[config.mk]
export PLATFORM = sky130hd
export DESIGN_NAME = sad_mul
export DESIGN_NICKNAME = d
export VERILOG_FILES = /design/src/rtl/sad_pkg.sv /design/src/rtl/sad_mul.sv
export SDC_FILE = /design/constraint.sdc
export NUM_CORES = 2
export LEC_CHECK = 0
export ABC_CLOCK_PERIOD_IN_PS = 8100
export BUFFER_PORTS_ARGS = -buffer_cell sky130_fd_sc_hd__buf_2
export CORE_MARGIN = 2
export CORE_UTILIZATION = 58
export CTS_CLUSTER_DIAMETER = 120
export CTS_CLUSTER_SIZE = 20
export DETAILED_ROUTE_END_ITERATION = 6
export PLACE_DENSITY = 0.8
export SYNTH_ARGS = -nofsm -noshare
export SYNTH_HDL_FRONTEND = slang
export SYNTH_SLANG_ARGS = --single-unit
[constraint.sdc]
create_clock -name clk -period 8.1 [get_ports clk]
set_input_delay 1.215 -clock clk [delete_from_list [all_inputs] [get_ports clk]]
set_output_delay 1.215 -clock clk [all_outputs]
set_load 0.01 [all_outputs]
[src/rtl/sad_pkg.sv]
// Package: operation and status codes, shared types
package sad_pkg;
  localparam int unsigned DATA_WIDTH_DEF = 64;
  typedef enum logic [2:0] {
    OP_ADD = 3'd0, OP_SUB = 3'd1, OP_MUL = 3'd2, OP_DIV = 3'd3, OP_REM = 3'd4
  } op_t;
  typedef enum logic [1:0] {
    ST_OK = 2'd0, ST_DIV_ZERO = 2'd1, ST_REM_ZERO = 2'd2, ST_INVALID = 2'd3
  } status_t;
endpackage

[src/rtl/sad_mul.sv]
// Pipelined multiplier: 16-bit-digit partial products, one digit per stage
module sad_mul import sad_pkg::*; #(
  parameter int unsigned W = DATA_WIDTH_DEF,
  parameter int unsigned NS = 1
) (
  input  logic         clk,
  input  logic         en,
  input  logic [W-1:0] a,
  input  logic [W-1:0] b,
  output logic [W-1:0] p
);
  localparam int unsigned DG = 16;
  logic [W-1:0] acc_r [NS+1];
  logic [W-1:0] a_r   [NS+1];
  logic [W-1:0] b_r   [NS+1];
  always_comb begin
    acc_r[0] = '0;
    a_r[0]   = a;
    b_r[0]   = b;
  end
  for (genvar s = 0; s < NS; s++) begin : g_st
    logic [DG-1:0] dig;
    logic [W+DG-1:0] pp;
    assign dig = DG'(b_r[s] >> (s*DG));
    assign pp  = {{DG{1'b0}}, a_r[s]} * {{W{1'b0}}, dig};
    always_ff @(posedge clk) begin
      if (en) begin
        acc_r[s+1] <= acc_r[s] + W'(pp << (s*DG));
        a_r[s+1]   <= a_r[s];
        b_r[s+1]   <= b_r[s];
      end
    end
  end
  assign p = acc_r[NS];
endmodule

# Word level (Yosys, flattened, before mapping)
# Index checks and enable logic that the tools add are counted.
dict set report word_totals {
  regBits 64
  latchBits 0
  mem_bits_rw 0
  mem_bits_ro 0
  word_cells 2
  mem_count 0
}
dict set report classes {
  add_sub_neg 0
  multipliers 1
  n_div 0
  order_cmp 0
  eq_ne 0
  shifts 0
  mux 0
  bitwise_logic 0
  n_reduce_logical 0
}
# op count
set op_table {}
lappend op_table {{$mul A64 B16 Y64} 1}

# Logic depth before layout (Yosys ltp)
dict set report logic_depth {
  ltp_word 1
  mapped_depth 27
}

# Least setup slack after synthesis
# No wires, ideal clock.
dict set report synth_path {
  path_kind {input to register}
  from {input b[8]}
  to {register acc_r, in the netlist p[56] (data pin)}
  setup_ns 0.261
  arrival_time_ns 7.817
  required_ns 7.839
  path_slack_ns 0.023
  cell_stages 26
  path_cell_list {clkbuf_1 clkbuf_1 nand2_1 fa_1 inv_1 fa_1 inv_1 fa_1 inv_1 fa_1 fa_1 inv_1 fa_1 inv_1 ha_1 and4_4 and2_4 a221o_1 a311oi_2 o311ai_2 a311oi_2 o41ai_2 a221o_1 a221oi_4 nor2_1 o311a_1}
}
dict set report synth_via {
  elab_chain_cells 1
}
# element line_no
set synth_lines {}
lappend synth_lines {{from (decl)} sad_mul.sv:9} ;# input logic [W-1:0] b,
lappend synth_lines {{$mul A64 B16 Y64} sad_mul.sv:25} ;# assign pp = {{DG{1'b0}}, a_r[s]} * {{W{1'b0}}, dig};
lappend synth_lines {{via g_st[0].pp[56]} sad_mul.sv:23} ;# logic [W+DG-1:0] pp;
lappend synth_lines {{to (signal, indexed assignment)} sad_mul.sv:28} ;# acc_r[s+1] <= acc_r[s] + W'(pp << (s*DG));
lappend synth_lines {{to (decl)} sad_mul.sv:13} ;# logic [W-1:0] acc_r [NS+1];
# The timed path passes the listed nets, and every way through them passes these cells.
# A chain may end at the register's enable or synchronous reset.

# Worst setup path after layout
dict set report layout_path {
  from {input b[9]}
  to {register acc_r, in the netlist p[56] (data pin)}
}
# The elaborated chain is that of the path after synthesis.

==> summary.md <==
| Metric | Value |
|---|---|
| Status | `completed` |
| Final core occ | `66.1%` |
| Crit Path Max Fanout | `10` |
| Post-synthesis simple-gate area fraction | `16.5%` |
| Core area | `48800 um^2` |
| Routability congestion estimate | `0.934` |
| Synth Area in Adders | `56.7%` |
| Hold_buf cts | `0` |
| DRC | `0` |
| Share of the synthesized area in the top cell type | `52.5%` |
| TritonCTS Buffers | `9` |
| Crit path DAT | `8.08 ns` |
| Fraction of layout cells with a size suffix above 1 | `13.5%` |
| Crit path time final | `7.91 ns` |
| DP Area | `31800 um^2` |
| Asr flop ratio synth | `0%` |
| Worst-path clk slew | `0.08 ns` |
| Worst hold path type | `input port to register` |
| Total Wirelength | `75200 um` |
| Syn_nets | `4189` |
| Clock Path Buffers | `2` |
| Maxcap violations | `0` |
| Post-synthesis mux area share | `0%` |
| Finished layout cell area | `32300 um^2` |
| Crit-path max cell delay | `0.50 ns` |
| First-pass iteration count of the detailed router | `6` |
| H-tree Lvls | `3` |
| Synth unique cells | `58` |
| TritonCTS Sinks | `64` |
| Synth Area in Compound Gates | `4.63%` |
| Vert. Die Dim | `226 um` |
| Setup crit start kind | `input port` |
| Yosys reg bits | `64` |
| Vias in the first global route | `24600` |
| Root Buffer | `clkbuf_16` |
| Die X | `226 um` |
| Delay-heaviest family, CP | `adder cells` |
| I/O Pins | `194` |
| Overall Global Routing Usage | `31.8%` |
| Final Hold Fails | `0` |
| Crit path kind | `input port to register` |
| Synth area leader | `fa_1` |
| Nets | `4453` |
| Top_reg_cell synth | `edfxtp_1` |
| Synth Warn # | `0` |
| Max Freq | `126 MHz` |
| # fillers | `3838` |
| Post-synthesis sequential area ratio | `6.70%` |
| IO Port Bufs | `145` |
| Worst path most repeated cell | `inv_1` |
| Largest family of logic cells by synthesized area | `adder cells` |
| CP max-delay cell | `fa_1` |
| Post-Syn Instances | `3210` |
| Layout overhead on the synthesized area | `12.7%` |
| Unrepaired setup endpoints after global routing | `yes` |
| Initial Util | `58.7%` |
| GRT overflow | `0` |
| Detailed Place HPWL | `62800 um` |
| Worst path buffer plus inverter count | `10` |
| Fin worst setup slack | `0.188 ns` |
| Largest cells by area after synthesis | `fa_1 (53%), inv_1 (10%), nand2_1 (8.8%)` |
| # setup viols final | `0` |
| Endpoint class of the critical path | `register` |
| TritonCTS clock tree | `yes` |
| Syn avg cell area | `8.93 um^2` |
| DR vias/cell | `5.41` |
| EDFF count, synth | `64` |
| Core Rows | `81` |
| Worst slew margin | `36.3%` |
| Mapped cell area | `28700 um^2` |
| Vias | `22400` |
| Die Area | `51200 um^2` |
| XOR/XNOR share of the synthesized area | `2.63%` |
| Tcrit/Tclk final | `97.7%` |
| Largest net degree at the start of global routing | `65` |
| CP required | `8.27 ns` |
| First-pass GRT wire length | `125000 um` |
| Slew at the pin closest to its max-slew limit | `0.955 ns` |
| Initial DRC count | `1767` |
| Antenna-violating nets left | `0` |
| Setup TNS | `0 ns` |
| Final slew viol count | `0` |
| Avg WL per Cell | `18.1 um` |
| Pre-CTS worst setup slack | `-0.510 ns` |
| Max FFs per register | `64` |
| Initial antenna violation count | `8` |
-- worst paths after layout --
| path | startpoint | end | slack, ns | cells past startpoint |
|---|---|---|---|---|
| hold / removal | a[0] | p[0]$_DFFE_PP_ | 1.35 | 3 |
| setup / recovery | b[9] | p[56]$_DFFE_PP_ | 0.19 | 29 |
-- placed cells by master, fill, tap and decap left out, types with 6 or more instances in the layout --
cell type and n:
clkbuf_16 9, o21bai_1 8, buf_4 266, clkbuf_4 6
nand4_1 20, ha_1 96, nor2_1 24, o21a_1 9
buf_6 9, xor2_1 24, nand2_1 674, nand2b_1 7
nor2b_1 10, buf_2 135, a21oi_1 66, buf_12 13
fa_1 747, a21o_1 33, inv_1 796, nor3_1 7
o21ai_0 33, xnor2_1 62, edfxtp_1 64, and2_1 269
-- layout make-up --
class | instances | area, um^2 | area share [%]
timing repair buffer | 431 | 3110 | 9.62
clock buffer | 10 | 229 | 0.709
tap | 664 | 831 | 2.57
antenna | 2 | 5.00 | 0.0155
inverter | 798 | 3000 | 9.27
multi-input combinational | 2170 | 23200 | 71.7
sequential | 64 | 1920 | 5.95
clock inverter | 5 | 48.8 | 0.151
-- cells in the mapped netlist, drive strengths merged, types with 10 or more instances --
cell type and instances:
a21o 33, a21oi 69, and2 272, clkbuf 174
edfxtp 64, fa 752, ha 97, inv 798
nand2 674, nand4 20, nor2 24, nor2b 10
o21ai 36, xnor2 62, xor2 24
-- cells by family (layout without fill, tap and decap cells) --
kind of cell	Yosys count	count (layout)
compound gates	201	201
fa+ha+maj	849	849
other cells	0	2
simple gates	1034	1034
buf+inv	976	1244
xor+xnor	86	86
flops	64	64
-- tightest hold or removal path: cells and delay by family --
kind	cells	cell delay (ns)
buffers and inverters	2	0.30
AND/OR/NAND/NOR	1	0.12
-- repair_timing --
action                                  4_1_cts  5_1_grt
endpoints found under the setup margin        4       13
buffers inserted                              0        4
gates resized for setup                       2       45
hold endpoints to repair                      0        0
pin swaps                                     0        8
-- stage by stage --
| stage | hold slack, ns | std cells |
|---|---|---|
| after global routing | 1.36 | 4144 |
| after detailed placement | 1.62 | 4123 |
| after CTS | 1.34 | 4138 |
| after floorplan | 1.33 | 3210 |
| final | 1.35 | 4144 |
| after global placement | 1.63 | 4123 |
-- layer usage --
metal  GRT usage (%)  up-vias  share of wire [%]
li1                -     9722                  -
met1            39.9    11300                 37
met2            52.9     1101                 49
met3            7.65      241                9.9
met4            13.7       12                4.2
met5               0        -               0.10
Power is left out: the tool's default activity adds up to more than one toggle a clock period on the data nets, which glitch-free logic cannot reach.
